$ cat src/rtl/rtimu_pkg.sv
`timescale 1ns / 1ps
package rtimu_pkg;

	localparam int IDX_W   = 20;
	localparam int SZ_W    = 9;
	localparam int MAT_W   = 27;
	localparam int ENT_W   = 3;
	localparam int DIV_W   = ((IDX_W > 10) ? IDX_W : 10) + 3;
	localparam int T_W     = DIV_W + 1;
	localparam int R_W     = SZ_W + 1;
	localparam int B_W     = R_W + 1;
	localparam int P_W     = 3 * SZ_W + 1;
	localparam int TDATA_W = ((IDX_W + 7) / 8) * 8;
	localparam int ADDR_W  = 2;

	typedef enum logic [ADDR_W-1:0] {
		REG_SIZE_H = 2'd0,
		REG_SIZE_K = 2'd1,
		REG_SIZE_L = 2'd2,
		REG_TWIN   = 2'd3
	} cfg_reg_t;

	typedef struct packed {
		logic [SZ_W-1:0]   eh;
		logic [SZ_W-1:0]   ek;
		logic [SZ_W-1:0]   el;
		logic [2*SZ_W-1:0] nhk;
		logic [MAT_W-1:0]  matrix;
	} cfg_t;

	typedef struct packed {
		logic [SZ_W-1:0]  rem;
		logic [DIV_W-1:0] dq;
	} div_t;

	// one restoring division step, quotient bits shift in behind the dividend
	function automatic div_t div_step(div_t x, logic [SZ_W-1:0] d);
		logic [SZ_W:0] trial;
		div_t y;
		trial = {x.rem, x.dq[DIV_W-1]};
		y.dq = {x.dq[DIV_W-2:0], 1'b0};
		if (trial >= {1'b0, d}) begin
			y.rem = SZ_W'(trial - {1'b0, d});
			y.dq[0] = 1'b1;
		end else begin
			y.rem = trial[SZ_W-1:0];
		end
		return y;
	endfunction

endpackage

$ cat src/rtl/rtimu_pack.sv
`timescale 1ns / 1ps
module rtimu_pack (
	input  logic                                clk,
	input  logic                                arst_n,
	input  logic                                adv,
	input  rtimu_pkg::cfg_t                     cfg,
	input  logic                                in_valid,
	input  logic signed [rtimu_pkg::R_W-1:0]    t0,
	input  logic signed [rtimu_pkg::R_W-1:0]    t1,
	input  logic signed [rtimu_pkg::R_W-1:0]    t2,
	output logic                                out_valid,
	output logic [rtimu_pkg::IDX_W-1:0]         idx,
	output logic                                mate
);

	logic mate_c;
	logic signed [rtimu_pkg::B_W-1:0] t1x, t2x, ekx, elx, b_c, c_c;
	logic signed [rtimu_pkg::R_W-1:0] a_c;

	logic                          v1_s, v2_s;
	logic                          mate_s1, mate_s2;
	logic [rtimu_pkg::SZ_W-1:0]    a_s1, b_s1, c_s1, a_s2;
	logic [2*rtimu_pkg::SZ_W-1:0]  pb_s2;
	logic [3*rtimu_pkg::SZ_W-1:0]  pc_s2;
	logic [rtimu_pkg::P_W-1:0]     sum;

	always_comb begin
		mate_c = !((t0 > 0) || (t0 == 0 && t1 > 0) || (t0 == 0 && t1 == 0 && t2 >= 0));
		t1x = rtimu_pkg::B_W'(t1);
		t2x = rtimu_pkg::B_W'(t2);
		ekx = signed'(rtimu_pkg::B_W'(cfg.ek));
		elx = signed'(rtimu_pkg::B_W'(cfg.el));
		a_c = mate_c ? -t0 : t0;
		if (mate_c) begin
			b_c = (t1x > 0) ? ekx - t1x : -t1x;
			c_c = (t2x > 0) ? elx - t2x : -t2x;
		end else begin
			b_c = (t1x < 0) ? ekx + t1x : t1x;
			c_c = (t2x < 0) ? elx + t2x : t2x;
		end
	end

	always_ff @(posedge clk or negedge arst_n) begin
		if (!arst_n) begin
			v1_s <= 1'b0;
			v2_s <= 1'b0;
		end else if (adv) begin
			v1_s <= in_valid;
			v2_s <= v1_s;
		end
	end

	always_ff @(posedge clk) begin
		if (adv) begin
			mate_s1 <= mate_c;
			a_s1    <= a_c[rtimu_pkg::SZ_W-1:0];
			b_s1    <= b_c[rtimu_pkg::SZ_W-1:0];
			c_s1    <= c_c[rtimu_pkg::SZ_W-1:0];
			mate_s2 <= mate_s1;
			a_s2    <= a_s1;
			pb_s2   <= b_s1 * cfg.eh;
			pc_s2   <= c_s1 * cfg.nhk;
		end
	end

	assign sum = rtimu_pkg::P_W'(a_s2) + rtimu_pkg::P_W'(pb_s2) + rtimu_pkg::P_W'(pc_s2);
	assign out_valid = v2_s;
	assign idx  = rtimu_pkg::IDX_W'(sum);
	assign mate = mate_s2;

endmodule

$ cat config.mk
export PLATFORM = sky130hd
export DESIGN_NAME = rtimu_pack
export DESIGN_NICKNAME = d
export VERILOG_FILES = /design/src/rtl/rtimu_pkg.sv /design/src/rtl/rtimu_pack.sv
export SDC_FILE = /design/constraint.sdc
export NUM_CORES = 1
export LEC_CHECK = 0
export BUFFER_PORTS_ARGS = -buffer_cell sky130_fd_sc_hd__buf_2
export CORE_ASPECT_RATIO = 0.6
export CORE_UTILIZATION = 35
export DETAILED_ROUTE_END_ITERATION = 12
export SYNTH_ARGS = -nofsm -noshare
export SYNTH_HDL_FRONTEND = slang
export SYNTH_SLANG_ARGS = --single-unit
$ cat constraint.sdc
create_clock -name clk -period 6 [get_ports clk]
set_clock_uncertainty 0.1 [all_clocks]
set_input_delay 0.9 -clock clk [delete_from_list [all_inputs] [get_ports clk]]
set_output_delay 0.9 -clock clk [all_outputs]
set_load 0.005 [all_outputs]
Word level (Yosys, flattened, before mapping)
Cells that the tools add are included.

storage, ports and cells
  bits in latches = 0
  memory bits (read-only) = 0
  memories = 0
  output and inout port bits = 22
  bits of input ports = 106
  flip-flop bits (word level) = 78
  memory bits (writable) = 0
  logic and storage cells = 42

cells by class
  reduce and logical (&&, ||, !) cells = 8
  bitwise logic cells = 0
  $mul = 2
  div/mod/pow operators = 0
  $add $sub $neg = 9
  mux-type cells = 7
  magnitude comparators = 6
  eq/ne operators = 0
  shifts and indexed selects = 0

operator list
  operator             count
  $logic_not 32->1     2
  $mux 9               7
  $gt 10x1->1 const B  3
  $neg 9->9            3
  $add 19x20->20       1
  $lt 10x1->1 const B  2
  $mul 9x18->20        1
  $add 9x18->19        1
  $add 9x9->9          2
  $mul 9x9->18         1
  $sub 9x9->9          2
  $ge 10x1->1 const B  1
  $logic_and 1x1->1    3
  $logic_or 1x1->1     2
  $logic_not 1->1      1

Longest topological paths before layout
  word-level depth = 5
  depth in mapped cells = 20
  mapped depth without buffers = 18

Worst setup path before layout
Ideal clock, no wire load.

  path type = input to register
  start = input port cfg[38] in the netlist's numbering
  end = register pc_s2[16] in the netlist's numbering (data pin)
  path buffers = 1
  stages on the path = 17
  slack = 0.866 ns
  data required time = 5.640 ns
  library setup time = 0.260 ns
  data arrival time = 4.774 ns
  path through = clkbuf_1 > nand2_1 > fa_1 > inv_1 > fa_1 > fa_1 > inv_1 > fa_1 > inv_1 > ha_1 > a21o_1 > a21o_1 > or3_1 > o21bai_1 > o21bai_1 > a21oi_1 > xnor2_1

between the ends
  longest elaborated chain between the ends = 1

ends and longest elaborated chain
  element                 RTL line          RTL
  start: declaration      rtimu_pack.sv:6   input rtimu_pkg::cfg_t cfg,
  $mul 9x18->20           rtimu_pack.sv:62  pc_s2 <= c_s1 * cfg.nhk;
  end signal: assignment  rtimu_pack.sv:62
  end: declaration        rtimu_pack.sv:24  logic [3*rtimu_pkg::SZ_W-1:0] pc_s2;

Every way passes these cells.
A chain may end at the register's enable or synchronous reset.

Worst setup path in the final report
  start = register c_s1[0] in the netlist's numbering
  end = register pc_s2[19] in the netlist's numbering (data pin)

between the ends
  longest elaborated chain between the ends = 1

ends and longest elaborated chain
  element                   RTL line          RTL
  start: declaration        rtimu_pack.sv:22  logic [rtimu_pkg::SZ_W-1:0] a_s1, b_s1, c_s1, a_s2;
  start signal: assignment  rtimu_pack.sv:58  c_s1 <= c_c[rtimu_pkg::SZ_W-1:0];
  $mul 9x18->20             rtimu_pack.sv:62

Every way passes these cells.

==> flow_summary.toml <==
[timing]
hold_viol_final = 0
setup_violations = 0
worst_pin_slew_ns = 0.733
slew_viol_final = 0
setup_ws_ns = 0.754
post-route-min-period_ns = 5.25
fin_tns_setup_ns = 0
timing.final.crit_share_pct = 87.4
fmax_mhz = 191
rsz0062_at_grt = "no"
relSlewSlack_pct = 51.2

[placed_design]
port_buffers = 100
post-place-ws_ns = 0.489
gp_congestion = 0.836
dp_hpwl_um = 23900

[global_routing]
grt_pass1_vias = 9398
grt_usage_pct = 16.7
grt_antenna_before_repair = 1
grt_pass1_wl_um = 48100
grt_start_max_net_pins = 55
gr-total-overflow = 0

[synth]
synthArstFlopShare_pct = 2.56
synth.area.top_cells = "fa_1 (26%), edfxtp_1 (18%), ha_1 (13%)"
syn_area_per_cell_um2 = 9.18
synthFlopType = "edfxtp_1"
synth-edff-count = 76
synth-seq-cells = 78
yosysWarnings = 0
synth_cells = 1346
yosysSeqAreaShare_pct = 18.9
synth_top_area_cell = "fa_1"
yosysTopAreaCellShare_pct = 25.6
syn-cell-area_um2 = 12400
synth_nets = 1739
ys_types = 60

[die]
fp.dieH_um = 148
io_pins = 128
start_util_pct = 36.1
coreArea_um2 = 34200
dieArea_um2 = 36100
rows = 52
die_x_um = 245

[critical_path]
cp.arrival_ns = 5.23
critical-path-max-stage-delay_ns = 0.79
cp.required_ns = 5.98
crit_chain = "nand2_1 > fa_1 > inv_1 > fa_1 > inv_1 > fa_1 > fa_1 > inv_1 > ha_1 > nand2_1 > o21ai_0 > nor4_1 > o31ai_1 > o211ai_1 > a21oi_1 > xnor2_1"
crit_top_cell = "fa_1"
crit_path_top_delay_cell = "edfxtp_1"
critPathLaunchType = "flop"
crit_fanout = 18
end_kind = "flop"
path_class = "reg2reg"

[cts]
cts_buffer_depth = 2
cts_hold_buf = 0
cts_tree = "yes"
htreeDepth = 3
cts_made_buffers = 9
root_buffer = "clkbuf_16"
cts_setup_buffers = 0
cts_resized = 0
clkTransAtPathRegs_ns = 0.06
clk_latency_ns = 0.35
clock-sinks = 78

[detailed_routing]
drtPass1Iterations = 5
ant_nets = 0
finalWirelength_um = 28500
vias = 9105
dr.first_iter.drc_count = 427
drcViolationCount = 0
avgViaCountPerCell = 4.81
wl_per_cell_um = 15.1

[cells_and_area]
mostFrequentLayoutCells = "inv_1 (255), fa_1 (158), nand2_1 (133)"
drive_above_1_share_pct = 9.21
antenna_cells = 0
multi_input_area_um2 = 8930
fillers = 3574
regArea_um2 = 2330
final_common_cell = "inv_1"
area_growth_pct = 10.2
nNetsFinal = 1821

[outcome]
status = "complete, no violations"

[pwr]
power.density_nw_per_um2 = 535
peakVddDrop_uv = 338
finalPower_w = 0.00729
leakagePower_nw = 6.52

[run]
drv_cap = 0

[hold_path]
min_path_type = "in2async"
[state kept, by name (all words and copies together), names as in the netlist]
name	cells
mate	1
a_s1	9
out_valid	1
pb_s2	18
pc_s2	20
b_s1	9
v1_s	1
a_s2	9
c_s1	9
mate_s1	1
[cell usage after synthesis, types with 3 or more instances]
library cell / number
fa_1: 158
nand3b_1: 3
o21a_1: 8
o211ai_1: 8
nand2b_1: 14
nand4_1: 4
xor2_1: 18
a21oi_1: 50
nor3b_1: 3
or3_1: 7
inv_1: 255
nand3_1: 12
edfxtp_1: 76
nand2_1: 133
and3_1: 4
o21ai_0: 52
a21o_1: 17
a31oi_1: 13
mux2i_1: 6
o21bai_1: 7
clkbuf_1: 30
xnor2_1: 72
o31ai_1: 6
a211oi_1: 9
nor3_1: 11
and2_1: 123
nor2_1: 59
o41ai_1: 7
nor2b_1: 14
mux2_2: 3
ha_1: 129
nor4_1: 3
[stage by stage]
stage	utilization, %	hold WS (ns)	instances	instance area (um^2)
2_1_floorplan	-	0.300	1346	12400
3_3_place_gp	38.9	0.303	1876	13300
3_5_place_dp	38.9	0.305	1876	13300
4_1_cts	39.8	0.199	1892	13600
5_1_grt	39.8	0.209	1892	13600
6_report	39.8	0.220	1892	13600
[worst paths after layout]
| check | startpoint | to | slack, ns | cells past startpoint |
|---|---|---|---|---|
| min in group clk | a_s1[4] | a_s2[4] | 0.31 | 0 |
| max in group asynchronous | arst_n | v1_s | 5.49 | 1 |
| hold reg to reg | a_s1[4] | a_s2[4] | 0.31 | 0 |
| setup / recovery | c_s1[0] | pc_s2[19] | 0.75 | 16 |
| setup reg to reg | c_s1[0] | pc_s2[19] | 0.75 | 16 |
| hold / removal | arst_n | out_valid | 0.22 | 1 |
[worst max-delay path, delay by kind of cell (launching register included)]
kind	cells	cell delay, ns
xor gates and xnor gates	1	0.08
adders and majority gates	5	2.34
DFF	1	0.79
and+or+nand+nor	3	0.36
AOI/OAI and AO/OA	4	1.15
buffers and inverters	3	0.15
[routing by layer]
layer / up-vias / GRT usage, % / wire (um)
met5: - / 0 / 13
met4: 2 / 3.06 / 345
met3: 24 / 2.90 / 1170
met2: 174 / 24.0 / 11200
met1: 4433 / 26.2 / 15700
li1: 4472 / - / -
[report_power, final]
group / switching (W) / internal, W / leakage [nW]
logic: 0.00312 / 0.00253 / 5.61
registers: 0.000117 / 0.000981 / 0.770
clock network: 0.000220 / 0.000316 / 0.140
[cell type report]
| cell class | count | area share [%] |
|---|---|---|
| clock inverter | 2 | 0.119 |
| tap | 459 | 4.22 |
| inverter | 255 | 7.03 |
| sequential | 78 | 17.1 |
| multi-input combinational | 980 | 65.6 |
| clock buffer | 14 | 2.01 |
| timing repair buffer | 104 | 3.91 |
[logic make-up (layout without fill, tap and decap cells)]
family          after synthesis  count (layout)  synth area share (%)
xor+xnor                     90              90                  6.38
mux                           9               9                 0.759
compound gates              191             191                  9.69
buf+inv                     288             375                  8.85
simple gates                403             403                  16.8
fa+ha+maj                   287             287                  38.7
flops                        78              78                  18.9
Power figures use the tool's default switching activity.
