<file path="config.mk">
export PLATFORM = sky130hd
export DESIGN_NAME = rtimu_split
export DESIGN_NICKNAME = d
export VERILOG_FILES = /design/src/rtl/rtimu_pkg.sv /design/src/rtl/rtimu_split.sv
export SDC_FILE = /design/constraint.sdc
export NUM_CORES = 2
export LEC_CHECK = 0
export ABC_AREA = 1
export BUFFER_PORTS_ARGS = -buffer_cell sky130_fd_sc_hd__buf_2
export CORE_ASPECT_RATIO = 1.75
export CORE_UTILIZATION = 55
export CTS_BUF_LIST = sky130_fd_sc_hd__clkbuf_4 sky130_fd_sc_hd__clkbuf_8
export CTS_CLUSTER_SIZE = 40
export DETAILED_ROUTE_END_ITERATION = 6
export PLACE_DENSITY = 0.69
export SLEW_MARGIN = 10
export SYNTH_ARGS = -nofsm -noshare
export SYNTH_HDL_FRONTEND = slang
export SYNTH_SLANG_ARGS = --single-unit
</file>
<file path="constraint.sdc">
create_clock -name clk -period 3.1 [get_ports clk]
set_input_delay 0.62 -clock clk [delete_from_list [all_inputs] [get_ports clk]]
set_output_delay 0.62 -clock clk [all_outputs]
set_load 0.05 [all_outputs]
</file>
<file path="src/rtl/rtimu_pkg.sv">
`timescale 1ns / 1ps
package rtimu_pkg;

	localparam int IDX_W   = 20;
	localparam int SZ_W    = 9;
	localparam int MAT_W   = 27;
	localparam int ENT_W   = 3;
	localparam int DIV_W   = ((IDX_W > 10) ? IDX_W : 10) + 3;
	localparam int T_W     = DIV_W + 1;
	localparam int R_W     = SZ_W + 1;
	localparam int B_W     = R_W + 1;
	localparam int P_W     = 3 * SZ_W + 1;
	localparam int TDATA_W = ((IDX_W + 7) / 8) * 8;
	localparam int ADDR_W  = 2;

	typedef enum logic [ADDR_W-1:0] {
		REG_SIZE_H = 2'd0,
		REG_SIZE_K = 2'd1,
		REG_SIZE_L = 2'd2,
		REG_TWIN   = 2'd3
	} cfg_reg_t;

	typedef struct packed {
		logic [SZ_W-1:0]   eh;
		logic [SZ_W-1:0]   ek;
		logic [SZ_W-1:0]   el;
		logic [2*SZ_W-1:0] nhk;
		logic [MAT_W-1:0]  matrix;
	} cfg_t;

	typedef struct packed {
		logic [SZ_W-1:0]  rem;
		logic [DIV_W-1:0] dq;
	} div_t;

	// one restoring division step, quotient bits shift in behind the dividend
	function automatic div_t div_step(div_t x, logic [SZ_W-1:0] d);
		logic [SZ_W:0] trial;
		div_t y;
		trial = {x.rem, x.dq[DIV_W-1]};
		y.dq = {x.dq[DIV_W-2:0], 1'b0};
		if (trial >= {1'b0, d}) begin
			y.rem = SZ_W'(trial - {1'b0, d});
			y.dq[0] = 1'b1;
		end else begin
			y.rem = trial[SZ_W-1:0];
		end
		return y;
	endfunction

endpackage

</file>
<file path="src/rtl/rtimu_split.sv">
`timescale 1ns / 1ps
module rtimu_split (
	input  logic                                clk,
	input  logic                                arst_n,
	input  logic                                adv,
	input  rtimu_pkg::cfg_t                     cfg,
	input  logic                                in_valid,
	input  logic [rtimu_pkg::IDX_W-1:0]         in_idx,
	output logic                                out_valid,
	output logic signed [rtimu_pkg::T_W-1:0]    g0,
	output logic signed [rtimu_pkg::T_W-1:0]    g1,
	output logic signed [rtimu_pkg::T_W-1:0]    g2
);

	localparam int N = rtimu_pkg::DIV_W;

	logic [N-1:0]             va_s;
	rtimu_pkg::div_t          da_s [N];
	logic [N-1:0]             vb_s;
	rtimu_pkg::div_t          db_s [N];
	logic [rtimu_pkg::SZ_W-1:0] hb_s [N];
	rtimu_pkg::div_t          a_init;
	rtimu_pkg::div_t          b_init;

	logic                     vf_s;
	logic signed [rtimu_pkg::T_W-1:0] g0_sf, g1_sf, g2_sf;

	assign a_init.rem = '0;
	assign a_init.dq  = rtimu_pkg::DIV_W'(in_idx);
	assign b_init.rem = '0;
	assign b_init.dq  = da_s[N-1].dq;

	// n / size_h
	for (genvar i = 0; i < N; i++) begin : g_div_a
		always_ff @(posedge clk or negedge arst_n) begin
			if (!arst_n) begin
				va_s[i] <= 1'b0;
			end else if (adv) begin
				va_s[i] <= (i == 0) ? in_valid : va_s[(i == 0) ? 0 : i-1];
			end
		end
		always_ff @(posedge clk) begin
			if (adv) begin
				da_s[i] <= rtimu_pkg::div_step((i == 0) ? a_init : da_s[(i == 0) ? 0 : i-1],
					cfg.eh);
			end
		end
	end

	// quotient / size_k, h rides along
	for (genvar i = 0; i < N; i++) begin : g_div_b
		always_ff @(posedge clk or negedge arst_n) begin
			if (!arst_n) begin
				vb_s[i] <= 1'b0;
			end else if (adv) begin
				vb_s[i] <= (i == 0) ? va_s[N-1] : vb_s[(i == 0) ? 0 : i-1];
			end
		end
		always_ff @(posedge clk) begin
			if (adv) begin
				db_s[i] <= rtimu_pkg::div_step((i == 0) ? b_init : db_s[(i == 0) ? 0 : i-1],
					cfg.ek);
				hb_s[i] <= (i == 0) ? da_s[N-1].rem : hb_s[(i == 0) ? 0 : i-1];
			end
		end
	end

	logic [rtimu_pkg::SZ_W-1:0] k_raw;
	logic [rtimu_pkg::DIV_W-1:0] l_raw;
	logic signed [rtimu_pkg::T_W-1:0] kx, ekx, lx, elx;

	always_comb begin
		k_raw = db_s[N-1].rem;
		l_raw = db_s[N-1].dq;
		kx  = signed'(rtimu_pkg::T_W'(k_raw));
		ekx = signed'(rtimu_pkg::T_W'(cfg.ek));
		lx  = signed'(rtimu_pkg::T_W'(l_raw));
		elx = signed'(rtimu_pkg::T_W'(cfg.el));
	end

	// fold k and l to signed
	always_ff @(posedge clk or negedge arst_n) begin
		if (!arst_n) begin
			vf_s <= 1'b0;
		end else if (adv) begin
			vf_s <= vb_s[N-1];
		end
	end

	always_ff @(posedge clk) begin
		if (adv) begin
			g0_sf <= signed'(rtimu_pkg::T_W'(hb_s[N-1]));
			g1_sf <= (k_raw >= (cfg.ek >> 1)) ? kx - ekx : kx;
			g2_sf <= (l_raw >= rtimu_pkg::DIV_W'(cfg.el >> 1)) ? lx - elx : lx;
		end
	end

	assign out_valid = vf_s;
	assign g0 = g0_sf;
	assign g1 = g1_sf;
	assign g2 = g2_sf;

endmodule

</file>
# Yosys cells after proc, flatten, opt, wreduce, memory -nomap -nowiden
# Memories as Yosys holds them, arrays and structs flattened. A register that Yosys moved wholly into a read port is not among the register bits.
# Cells that the tools add are included.
# totals
reg_bits	81
output_inout_bits	73
inputBits	96
word_cells	338
n_memories	3
mem_bits_rw	1679
# classes
n_addsub	48
n_mux	188
n_lt_le_gt_ge	48
# mem_list
name	depth	width	rd	rd_clocked_by_memory_dff	wr	line_no	source
da_s	23	32	23	0	23	rtimu_split.sv:18	rtimu_pkg::div_t da_s [N];
db_s	23	32	23	0	23	rtimu_split.sv:20	rtimu_pkg::div_t db_s [N];
hb_s	23	9	23	1	23	rtimu_split.sv:21	logic [rtimu_pkg::SZ_W-1:0] hb_s [N];
# ops
operator	count
2-to-1 mux 9 bit	93
greater-or-equal comparator 10 x 9 -> 1 bit	44
subtractor 9 bit	44
2-to-1 mux 1 bit	94
subtractor 23 x 9 -> 24 bit	1
greater-or-equal comparator 23 x 8 -> 1 bit	1
2-to-1 mux 23 bit	1
subtractor 9 x 9 -> 10 bit	1
greater-or-equal comparator 1 x 9 -> 1 bit	1
greater-or-equal comparator 1 x 9 -> 1 bit (first input constant)	1
greater-or-equal comparator 9 x 8 -> 1 bit	1
subtractor 1 x 9 -> 9 bit	1
subtractor 1 x 9 -> 9 bit (first input constant)	1

# Longest topological paths before layout
# An unclocked memory read counts as a cell.
# depth
word_depth	4
depth_mapped	14
mapped_depth_nobuf	14

# Worst setup path before layout
# No wires, ideal clock.
# synth_timing
kind	input to register
startpoint	input port cfg[61] (netlist bit)
endpoint	memory db_s[0][92] (netlist bit), data pin
n_path_buf	0
arrival_ns	2.357
t_required_ns	2.847
path_stages	8
slack_ns	0.490
cell_sequence	inv_1 -> ha_1 -> a21oi_1 -> o21ai_0 -> a31oi_2 -> nand2_4 -> nand2_1 -> nand2_1
# synth_lines
item	line_no	source
start: declaration	rtimu_split.sv:6	input rtimu_pkg::cfg_t cfg,
end: declaration	rtimu_split.sv:20	

==> flow_metrics.env <==
export IMPL_status="finished, violations left"
export IMPL_violations="DRC"
export IMPL_ys_flop_type="edfxtp_1"
export IMPL_worstHoldEndpoint="da_s[0][28]"
export IMPL_power_static_leakage_uw=0.0371
export IMPL_timing_fmax_mhz=413
export IMPL_grt_remaining_overflow=0
export IMPL_crit_start="cfg[70]"
export IMPL_crit_required_ns=3.81
export IMPL_start_kind="primary input"
export IMPL_yosys_register_bits=1766
export IMPL_r2r_start="db_s[2][192]"
export IMPL_crit_path_max_incr_delay_ns=0.53
export IMPL_avgRoutedWirePerCell_microns=16.7
export IMPL_final_cell_mix="edfxtp_1, nand2_1, inv_1, nand3_1, ha_1"
export IMPL_min_period_over_period_pct=78.1
export IMPL_cp_common_cell="a21oi_1"
export IMPL_buffer_ports_inserted=108
export IMPL_path_max_fanout=23
export IMPL_whs_ns=0.135
export IMPL_fin_ws_ns=0.679
export IMPL_cts_setup_buffers=0
export IMPL_path_cells="dlygate4sd3_1 -> buf_2 -> inv_1 -> buf_12 -> ha_1 -> a21oi_1 -> o21ai_0 -> a21oi_2 -> nand2_2 -> nor2_1 -> a21oi_1"
export IMPL_ios=169
export IMPL_hold_viol=0
export IMPL_r2r_slack_ns=0.74
export IMPL_grt_pass1_wl_microns=242000
export IMPL_clk_path_buf_depth=3
export IMPL_holdPathStages=4
export IMPL_dpl_hpwl_microns=102000
export IMPL_area_growth_pct=12.3
export IMPL_die_w_microns=289
export IMPL_drt_iter0_markers=2445
export IMPL_layout_commonest_cell="edfxtp_1"
export IMPL_wl_microns=150000
export IMPL_slew_viol_final=0
export IMPL_ys_seq_area_share_pct=66.7
export IMPL_netlist_area_sq_um=79200
export IMPL_crit_family="buffers and inverters"
export IMPL_hp_class="in2reg"
export IMPL_viasPerCell=5.31
export IMPL_yosysTopAreaCell="edfxtp_1"
export IMPL_grt_max_degree=111
export IMPL_setup_violations=0
export IMPL_tightest_slew_ns=1.03
export IMPL_ir_drop_v=0.000577
export IMPL_grt_setup_unrepaired="false"
export IMPL_synth_area_leaders="edfxtp_1, nand2_1, ha_1, nand3_1, inv_1"
export IMPL_vias=47900
export IMPL_final_design_area_no_fill_sq_um=88900
export IMPL_place_area_sq_um=83600
export IMPL_synth_top_area_share_pct=65.2
export IMPL_fin_skew_ns=0.0419
export IMPL_arrival_ns=3.13
export IMPL_antenna_left=0
export IMPL_power_density_nw_per_um2=880
export IMPL_clkSlewWorstSetupHoldPaths_ns=0.07
export IMPL_r2r_end="g2[10]"
export IMPL_fin_crit_ns=2.42
export IMPL_antenna_found_initial=1
export IMPL_post_place_ws_ns=0.148
export IMPL_clock_insertion_delay_worst_skew_ns=0.99
export IMPL_core_area_sq_um=142000
export IMPL_synth_cell_type_count=48
export IMPL_reg2reg_depth=14
export IMPL_grt_use_total_pct=21.1
export IMPL_die_y_microns=504
export IMPL_clock_sinks=1766
export IMPL_postSynthCellCount=6446
export IMPL_htree_levels=4
export IMPL_drive_above_1_share_pct=12.4
export IMPL_cts_root_buf="clkbuf_8"
export IMPL_cts_repair_resized=0
export IMPL_cts_tree="built"
export IMPL_cts_made_buffers=239
export IMPL_slew_headroom_pct=31.1
export IMPL_nets=7547
export IMPL_synth_edf_count=1719
export IMPL_avgSynthCellArea_sq_um=12.3
export IMPL_min_delay_start="cfg[66]"
export IMPL_cpMaxStageDelayCell="dlygate4sd3_1"
export IMPL_dr_pass1_iters=7
export IMPL_start_util_pct=55.6
export IMPL_crit_buf_inv=4
export IMPL_gp_congestion=0.921
export IMPL_row_count=183
export IMPL_cap_violations=0
export IMPL_critPathCaptureType="flop"
export IMPL_yosys_warnings=0
export IMPL_die_area_sq_um=146000
export IMPL_route_detailed_drc=2
export IMPL_critical_path_class="in2reg"
export IMPL_fin_tns_setup_ns=0
export IMPL_grt_pass1_vias=48900
export IMPL_synthArstFlopShare_pct=2.66
-- cell families (layout without fill, tap and decap cells) --
group | after synthesis | in the layout | share of synthesized area, %
compound gates | 650 | 650 | 4.89
xor+xnor | 220 | 220 | 2.43
fa+ha+maj | 480 | 480 | 8.02
buf+inv | 633 | 1347 | 3.39
flops | 1766 | 1766 | 66.7
mux | 1 | 1 | 0.0142
other cells | 1 | 16 | 0.00473
simple gates | 2695 | 2695 | 14.6
-- cell type report --
cell class / instances / area, sq um
antenna: 1 / 2.50
multi-input combinational: 4061 / 23800
timing repair buffer: 338 / 2830
inverter: 565 / 2120
tap: 1850 / 2310
clock buffer: 301 / 3750
fill: 11000 / 53500
clock inverter: 143 / 1330
sequential: 1766 / 52800
-- flip-flops by register name, indices dropped and copies added, names as in the netlist --
signal and count:
g0 9, g1 10, g2 24, vb_s 23
va_s 23, db_s 736, out_valid 1, da_s 733
hb_s 207
-- timing repair --
item	in CTS	in global routing
hold endpoints to repair	77	0
hold buffers	27	0
setup endpoints to repair	0	0
-- through the flow --
step | total power, uW | utilization (%) | std cells
2_1_floorplan | 53100 | - | 6460
3_3_place_gp | 59600 | 58.7 | 8553
3_5_place_dp | 60200 | 58.7 | 8553
4_1_cts | 79100 | 62.4 | 9024
5_1_grt | 83800 | 62.4 | 9025
6_report | 78300 | 62.4 | 9025
-- worst max-delay path by stage --
stage               slack [ns]      endpoint  depth (start not counted)
global route              0.44         g1[9]                          1
CTS                       0.54        g1[19]                          1
global placement          0.21  da_s[1][183]                         10
floorplan                 0.49   db_s[0][92]                          8
finish                    0.68   da_s[2][25]                         11
detailed placement        0.15  da_s[1][154]                         10
-- metal layers --
layer  share of wire, %  routed length [microns]  vias to the layer above  track usage [%]
met1                 37                    56200                    22900             22.1
li1                   -                        -                    23700                -
met3                3.1                     4700                      413             3.50
met4                4.6                     6940                        0             10.5
met5                  0                        0                        -                0
met2                 55                    82500                      919             39.7
-- synthesized netlist by cell type (50+ instances only) --
| library cell | number |
|---|---|
| edfxtp_1 | 1719 |
| inv_1 | 562 |
| o21ai_0 | 134 |
| nand3_1 | 491 |
| ha_1 | 434 |
| xor2_1 | 147 |
| a21oi_1 | 342 |
| nand2_2 | 65 |
| nor2_1 | 341 |
| nand2_1 | 1617 |
| nand4_1 | 50 |
| xnor2_1 | 73 |
-- power breakdown --
group	leakage, uW	switching (uW)	internal [uW]	total (uW)
clock	0.00265	8820	9700	18500
sequential	0.0174	2160	32000	34200
combinational	0.0171	16000	9580	25600
total	0.0371	27000	51300	78300
-- tightest hold or removal path, delay by kind of cell --
| kind | cells | cell delay, ns |
|---|---|---|
| AND/OR/NAND/NOR | 2 | 0.13 |
| buffers and inverters | 1 | 0.09 |
| AO/OA/AOI/OAI | 1 | 0.08 |
Note: power is estimated with default switching activity, not from simulation.
