<file path="config.mk">
export PLATFORM = sky130hd
export DESIGN_NAME = rtimu_twin
export DESIGN_NICKNAME = d
export VERILOG_FILES = /design/src/rtl/rtimu_pkg.sv /design/src/rtl/rtimu_twin.sv
export SDC_FILE = /design/constraint.sdc
export NUM_CORES = 2
export LEC_CHECK = 0
export BUFFER_PORTS_ARGS = -buffer_cell sky130_fd_sc_hd__buf_2
export CORE_AREA = 2 2 453 500
export CTS_BUF_LIST = sky130_fd_sc_hd__clkbuf_8
export CTS_CLUSTER_SIZE = 25
export DETAILED_ROUTE_END_ITERATION = 16
export DIE_AREA = 0 0 455 502
export GPL_ROUTABILITY_DRIVEN = 0
export RECOVER_POWER = 100
export SLEW_MARGIN = 40
export SYNTH_ARGS = -nofsm -noshare
export SYNTH_HDL_FRONTEND = slang
export SYNTH_SLANG_ARGS = --single-unit
</file>
<file path="constraint.sdc">
create_clock -name clk -period 3.2 [get_ports clk]
set_input_delay 0.64 -clock clk [delete_from_list [all_inputs] [get_ports clk]]
set_output_delay 0.64 -clock clk [all_outputs]
set_load 0.005 [all_outputs]
</file>
<file path="src/rtl/rtimu_pkg.sv">
`timescale 1ns / 1ps
package rtimu_pkg;

	localparam int IDX_W   = 20;
	localparam int SZ_W    = 9;
	localparam int MAT_W   = 27;
	localparam int ENT_W   = 3;
	localparam int DIV_W   = ((IDX_W > 10) ? IDX_W : 10) + 3;
	localparam int T_W     = DIV_W + 1;
	localparam int R_W     = SZ_W + 1;
	localparam int B_W     = R_W + 1;
	localparam int P_W     = 3 * SZ_W + 1;
	localparam int TDATA_W = ((IDX_W + 7) / 8) * 8;
	localparam int ADDR_W  = 2;

	typedef enum logic [ADDR_W-1:0] {
		REG_SIZE_H = 2'd0,
		REG_SIZE_K = 2'd1,
		REG_SIZE_L = 2'd2,
		REG_TWIN   = 2'd3
	} cfg_reg_t;

	typedef struct packed {
		logic [SZ_W-1:0]   eh;
		logic [SZ_W-1:0]   ek;
		logic [SZ_W-1:0]   el;
		logic [2*SZ_W-1:0] nhk;
		logic [MAT_W-1:0]  matrix;
	} cfg_t;

	typedef struct packed {
		logic [SZ_W-1:0]  rem;
		logic [DIV_W-1:0] dq;
	} div_t;

	// one restoring division step, quotient bits shift in behind the dividend
	function automatic div_t div_step(div_t x, logic [SZ_W-1:0] d);
		logic [SZ_W:0] trial;
		div_t y;
		trial = {x.rem, x.dq[DIV_W-1]};
		y.dq = {x.dq[DIV_W-2:0], 1'b0};
		if (trial >= {1'b0, d}) begin
			y.rem = SZ_W'(trial - {1'b0, d});
			y.dq[0] = 1'b1;
		end else begin
			y.rem = trial[SZ_W-1:0];
		end
		return y;
	endfunction

endpackage

</file>
<file path="src/rtl/rtimu_twin.sv">
`timescale 1ns / 1ps
module rtimu_twin (
	input  logic                                clk,
	input  logic                                arst_n,
	input  logic                                adv,
	input  rtimu_pkg::cfg_t                     cfg,
	input  logic                                in_valid,
	input  logic signed [rtimu_pkg::T_W-1:0]    g0,
	input  logic signed [rtimu_pkg::T_W-1:0]    g1,
	input  logic signed [rtimu_pkg::T_W-1:0]    g2,
	output logic                                out_valid,
	output logic signed [rtimu_pkg::R_W-1:0]    t0,
	output logic signed [rtimu_pkg::R_W-1:0]    t1,
	output logic signed [rtimu_pkg::R_W-1:0]    t2
);

	localparam int N = rtimu_pkg::DIV_W;

	logic signed [rtimu_pkg::T_W-1:0] gv [3];
	logic signed [rtimu_pkg::T_W-1:0] prod [3];
	logic [rtimu_pkg::SZ_W-1:0]       dvs [3];

	logic                             vm_s;
	logic signed [rtimu_pkg::T_W-1:0] tm_s [3];
	logic                             va_s;
	logic [rtimu_pkg::DIV_W-1:0]      mag_s [3];
	logic [2:0]                       neg_s;
	logic [N-1:0]                     vl_s;
	rtimu_pkg::div_t                  dl_s [3][N];
	logic [2:0]                       sl_s [N];
	logic                             vr_s;
	logic signed [rtimu_pkg::R_W-1:0] tr_s [3];

	assign gv[0] = g0;
	assign gv[1] = g1;
	assign gv[2] = g2;
	assign dvs[0] = cfg.eh;
	assign dvs[1] = cfg.ek;
	assign dvs[2] = cfg.el;

	// matrix rows
	always_comb begin
		for (int r = 0; r < 3; r++) begin
			prod[r] = '0;
			for (int c = 0; c < 3; c++) begin
				prod[r] = prod[r] + rtimu_pkg::T_W'(signed'(
					cfg.matrix[rtimu_pkg::ENT_W*(3*r+c) +: rtimu_pkg::ENT_W])) * gv[c];
			end
		end
	end

	always_ff @(posedge clk or negedge arst_n) begin
		if (!arst_n) begin
			vm_s <= 1'b0;
			va_s <= 1'b0;
			vr_s <= 1'b0;
		end else if (adv) begin
			vm_s <= in_valid;
			va_s <= vm_s;
			vr_s <= vl_s[N-1];
		end
	end

	always_ff @(posedge clk) begin
		if (adv) begin
			for (int r = 0; r < 3; r++) begin
				tm_s[r]  <= prod[r];
				mag_s[r] <= rtimu_pkg::DIV_W'((tm_s[r] < 0) ? -tm_s[r] : tm_s[r]);
				neg_s[r] <= tm_s[r][rtimu_pkg::T_W-1];
			end
		end
	end

	// magnitude remainder, three lanes
	for (genvar i = 0; i < N; i++) begin : g_mod
		always_ff @(posedge clk or negedge arst_n) begin
			if (!arst_n) begin
				vl_s[i] <= 1'b0;
			end else if (adv) begin
				vl_s[i] <= (i == 0) ? va_s : vl_s[(i == 0) ? 0 : i-1];
			end
		end
		for (genvar r = 0; r < 3; r++) begin : g_lane
			rtimu_pkg::div_t init;
			assign init.rem = '0;
			assign init.dq  = mag_s[r];
			always_ff @(posedge clk) begin
				if (adv) begin
					dl_s[r][i] <= rtimu_pkg::div_step(
						(i == 0) ? init : dl_s[r][(i == 0) ? 0 : i-1], dvs[r]);
				end
			end
		end
		always_ff @(posedge clk) begin
			if (adv) begin
				sl_s[i] <= (i == 0) ? neg_s : sl_s[(i == 0) ? 0 : i-1];
			end
		end
	end

	// remainder takes the sign of the dividend
	always_ff @(posedge clk) begin
		if (adv) begin
			for (int r = 0; r < 3; r++) begin
				tr_s[r] <= sl_s[N-1][r]
					? -signed'(rtimu_pkg::R_W'(dl_s[r][N-1].rem))
					: signed'(rtimu_pkg::R_W'(dl_s[r][N-1].rem));
			end
		end
	end

	assign out_valid = vr_s;
	assign t0 = tr_s[0];
	assign t1 = tr_s[1];
	assign t2 = tr_s[2];

endmodule

</file>
Word level (Yosys, flattened, before mapping)
Memory sizes are Yosys's and may differ from the RTL's.
Index checks and enable logic that the tools add are counted.
{"block": "totals", "regBits": 29, "ram_bits": 2448, "in_bits": 148, "word_cells": 478, "mem_count": 5}
{"block": "op_classes", "n_addsub": 81, "n_mul": 9, "n_lt_le_gt_ge": 72, "n_mux": 284}
{"memory": "dl_s", "depth": 3, "word_bits": 736, "rd": 3, "rd_ports_with_merged_regs": 0, "write_ports": 3, "line_no": "rtimu_twin.sv:29", "text": "rtimu_pkg::div_t dl_s [3][N];"}
{"memory": "tm_s", "depth": 3, "word_bits": 24, "rd": 3, "rd_ports_with_merged_regs": 0, "write_ports": 3, "line_no": "rtimu_twin.sv:24", "text": "logic signed [rtimu_pkg::T_W-1:0] tm_s [3];"}
{"memory": "mag_s", "depth": 3, "word_bits": 23, "rd": 3, "rd_ports_with_merged_regs": 0, "write_ports": 3, "line_no": "rtimu_twin.sv:26", "text": "logic [rtimu_pkg::DIV_W-1:0] mag_s [3];"}
{"memory": "sl_s", "depth": 23, "word_bits": 3, "rd": 23, "rd_ports_with_merged_regs": 0, "write_ports": 23, "line_no": "rtimu_twin.sv:30", "text": "logic [2:0] sl_s [N];"}
{"memory": "tr_s", "depth": 3, "word_bits": 10, "rd": 3, "rd_ports_with_merged_regs": 0, "write_ports": 3, "line_no": "rtimu_twin.sv:32", "text": "logic signed [rtimu_pkg::R_W-1:0] tr_s [3];"}
{"op": "9-bit 2-to-1 mux", "count": 138}
{"op": "10-bit by 9-bit >= comparator with 1-bit output", "count": 66}
{"op": "9-bit subtractor", "count": 66}
{"op": "3-bit by 24-bit multiplier with 24-bit output", "count": 9}
{"op": "24-bit adder", "count": 6}
{"op": "1-bit 2-to-1 mux", "count": 140}
{"op": "24-bit by 1-bit less-than comparator with 1-bit output (second input constant)", "count": 3}
{"op": "23-bit 2-to-1 mux", "count": 3}
{"op": "23-bit negator", "count": 3}
{"op": "10-bit 2-to-1 mux", "count": 3}
{"op": "9-bit negator with 10-bit output", "count": 3}
{"op": "1-bit by 9-bit >= comparator with 1-bit output", "count": 3}
{"op": "1-bit by 9-bit subtractor with 9-bit output", "count": 3}

Logic depth before layout (Yosys ltp)
An unclocked memory read counts as a cell.
{"block": "logic_depth", "word_depth": 4, "ltp_mapped": 18, "mapped_depth_nobuf": 17}

Worst setup path before layout
OpenSTA, ideal clock, no wires.
{"block": "synth_path", "path_type": "input-to-reg", "from": "input cfg[5] (netlist name)", "to": "memory tm_s[0][20] (netlist name) (data pin)", "t_arrival_ns": 5.112, "path_slack_ns": -2.194, "path_stages": 16, "path_buffers": 1, "path_cell_list": "clkbuf_1 -> nand2b_1 -> fa_1 -> fa_1 -> inv_1 -> fa_1 -> ha_1 -> fa_1 -> ha_1 -> nand4_1 -> a21oi_1 -> a21oi_1 -> or4_1 -> a21oi_1 -> o21a_1 -> o311ai_0"}
{"element": "from (decl)", "line_no": "rtimu_twin.sv:6", "text": "input rtimu_pkg::cfg_t cfg,"}
{"element": "to (decl)", "line_no": "rtimu_twin.sv:24"}

==> results.cfg <==
[cts]
cts_root_buf = clkbuf_8
cts.sink_count = 1649
htreeDepth = 5
path_clk_slew_ns = 0.06
cts_tree = yes
clockBufferDepth = 4
numCtsBuffers = 295
clock_latency_ns = 1.02

[final_layout]
layout_commonest_cell = edfxtp_1
drive_above_1_share_pct = 21.6
mostFrequentLayoutCells = edfxtp_1 (1623), inv_1 (753), ha_1 (665)
area_delta_synth_final_pct = 18.6
stdcell_area_mm2 = 0.119
nets = 10318

[power_and_ir_drop]
p_per_area_mw_per_mm2 = 991
irDropWorstVdd_uv = 821
leakage_nw = 48.4

[synthesis]
synth_flop_cell = edfxtp_1
syn_avg_cell_area_um2 = 12.7
synth_top_family_by_area = adder cells
ys_types = 57
yosys.area_share.simple_pct = 9.95
synth_adder_area_share_pct = 19.8
async_flop_share_pct = 1.58
synth_edf_count = 1623
synth_warnings = 0
syn_area_mm2 = 0.100
ys_seq_area_share_pct = 49.3
synth_cells = 7911
synthXorXnorAreaFrac_pct = 4.59
synth_compound_area_share_pct = 7.28
yosys-mux-area-fraction_pct = 6.09
synth_fp_nets = 9334
ys_ff_latch = 1649

[global_route]
track_usage_pct = 18.4
grt_pass1_vias = 66103
grt_max_degree = 99
antenna_found_initial = 8
overflow = 0
grt_pass1_wl_mm = 339

[die]
die_x_um = 455
initial_core_util_pct = 44.9
die_y_um = 502
num_rows = 182
io_pins = 179
fp.dieArea_mm2 = 0.228
core_area_mm2 = 0.223

[setup_path]
critPathLaunchType = input pin
cpMostUsedCell = fa_1
cp_top_family = adder cells
path_class = in2reg
cp_num_buf_inv = 6
arrival_ns = 5.01
worstRegToRegCells = 7
required_ns = 4.02
slowest_stage = fa_1
max_stage_delay_ns = 0.60
worstPathMaxFanout = 4
cp.depth = 18
crit_chain = buf_12 -> buf_8 -> buf_6 -> nand2_4 -> fa_1 -> inv_2 -> fa_1 -> fa_1 -> fa_1 -> ha_4 -> ha_4 -> a211oi_4 -> buf_4 -> nand4_1 -> buf_4 -> a41oi_4 -> nor2_2 -> a211oi_2
cp-end-kind = flop

[status]
violations = setup timing
status = complete, but fails checks

[sta]
rsz0062_at_grt = true
slew_headroom_pct = 9.20
finClkSkew_ns = 0.0911
setup_viol = 144
fmaxAchievable_ghz = 0.239
slew_viol_final = 0
worst_pin_slew_ns = 1.36
fin_crit_sh_pct = 131
timing.final.hold_violations = 0
tns_ns = -51.77
timing.final.ws_setup_ns = -0.992
finalCriticalPeriod_ns = 4.19

[worst_hold_path]
hold_depth = 3
hold_class = in2reg

[drt]
drt_iter0_drc = 3178
routedWlPerCell_um = 17.5
dr.pass1.iters = 5
vias = 62870
drcViolationCount = 0
final_antenna_net_count = 0
finalWirelength_mm = 211
vias_per_cell = 5.22

[place]
port_buffers = 160
dp_slack_ns = -2.20
hpwlAfterDp_mm = 151
post_dp_cell_area_mm2 = 0.111

[flow_run]
cap_violations = 0
-- report_power, final --
group / switching [mW] / total (mW) / internal [mW]
Sequential: 2.92 / 36.0 / 33.1
Clock: 8.37 / 18.1 / 9.69
Combinational: 30.4 / 63.7 / 33.3
Total: 41.7 / 118 / 76.1
-- final cells by class --
cell class | instances | area (µm²)
clock inverters | 189 | 1130
diodes | 2 | 5.00
fillers | 18607 | 104000
flip-flops and latches | 1649 | 49400
well taps | 2944 | 3680
multi-input cells | 5464 | 50600
clock buffers | 302 | 4160
inverters | 701 | 2630
repair buffers | 784 | 7200
-- cells by family after synthesis --
| logic type | Yosys count |
|---|---|
| DFF | 1649 |
| xor gates and xnor gates | 525 |
| muxes | 557 |
| adders and majority gates | 1275 |
| and+or+nand+nor | 1926 |
| AOI/OAI and AO/OA | 1181 |
| buffers and inverters | 798 |
-- synthesized netlist by cell type, types with 248 or more instances --
cell type	count	area (µm²)
xnor2_1	434	3800
o21ai_0	307	1540
edfxtp_1	1623	48700
nor2b_1	309	1930
ha_1	756	9460
nand2_1	401	1510
and2_1	248	1550
a21oi_1	357	1790
inv_1	701	2630
nor2_1	366	1370
fa_1	519	10400
mux2_2	422	4750
-- flip-flops by register name (all words and copies together) (netlist names) --
register and count:
dl_s 1380, tm_s 72, mag_s 69, sl_s 69
tr_s 30, vl_s 23, neg_s 3, out_valid 1
va_s 1, vm_s 1
-- per-stage QoR --
step / hold WS, ns / power [mW] / util (%) / std cells
6_report: 0.163 / 118 / 53.3 / 12035
5_1_grt: 0.0862 / 127 / 53.3 / 12034
4_1_cts: 0.0158 / 117 / 53.1 / 12005
3_5_place_dp: 0.405 / 93.5 / 49.6 / 11448
3_3_place_gp: 0.400 / 92.2 / 49.6 / 11448
2_1_floorplan: 0.344 / 76.4 / - / 7911
-- path summary, 6_finish.rpt --
path                                              start                           to  slack (ns)
worst min register to register  dl_s[0][1993]$_DFFE_PP_      dl_s[0][1962]$_DFFE_PP_        0.37
max in group asynchronous                        arst_n          vl_s[9]$_DFFE_PN0P_        1.90
worst max register to register     tm_s[0][9]$_DFFE_PP_       mag_s[0][22]$_DFFE_PP_        0.02
worst max-delay path                             cfg[0]        tm_s[0][21]$_DFFE_PP_       -0.99
worst min-delay path                            cfg[51]  dl_s[0][2201]$_SDFFCE_PP0P_        0.16
min in group asynchronous                        arst_n        out_valid$_DFFE_PN0P_        0.50
-- routing by layer --
layer	vias to the layer above	wire length (µm)	track usage, %	part of all wire (%)
met5	-	67	0	0.032
met4	10	7320	6.84	3.5
met3	457	9150	3.39	4.3
met1	30792	90000	22.9	43
li1	30458	-	-	-
met2	1153	104000	31.9	49
-- repair_timing --
item / 4_1_cts / 5_1_grt
endpoints found under the hold margin: 49 / 0
setup buffers: 63 / 35
pin swaps: 288 / 189
hold buffers: 4 / 0
gates resized for setup: 411 / 183
endpoints found under the setup margin: 63 / 64
gates cloned: 8 / 1
-- worst reg2reg max path, delay by kind of cell, from the launching register on --
kind	cells	cell delay (ns)
flops	1	0.37
simple gates	5	2.15
xor+xnor	1	0.09
compound gates	1	0.31
(Power assumes the default switching activity.)
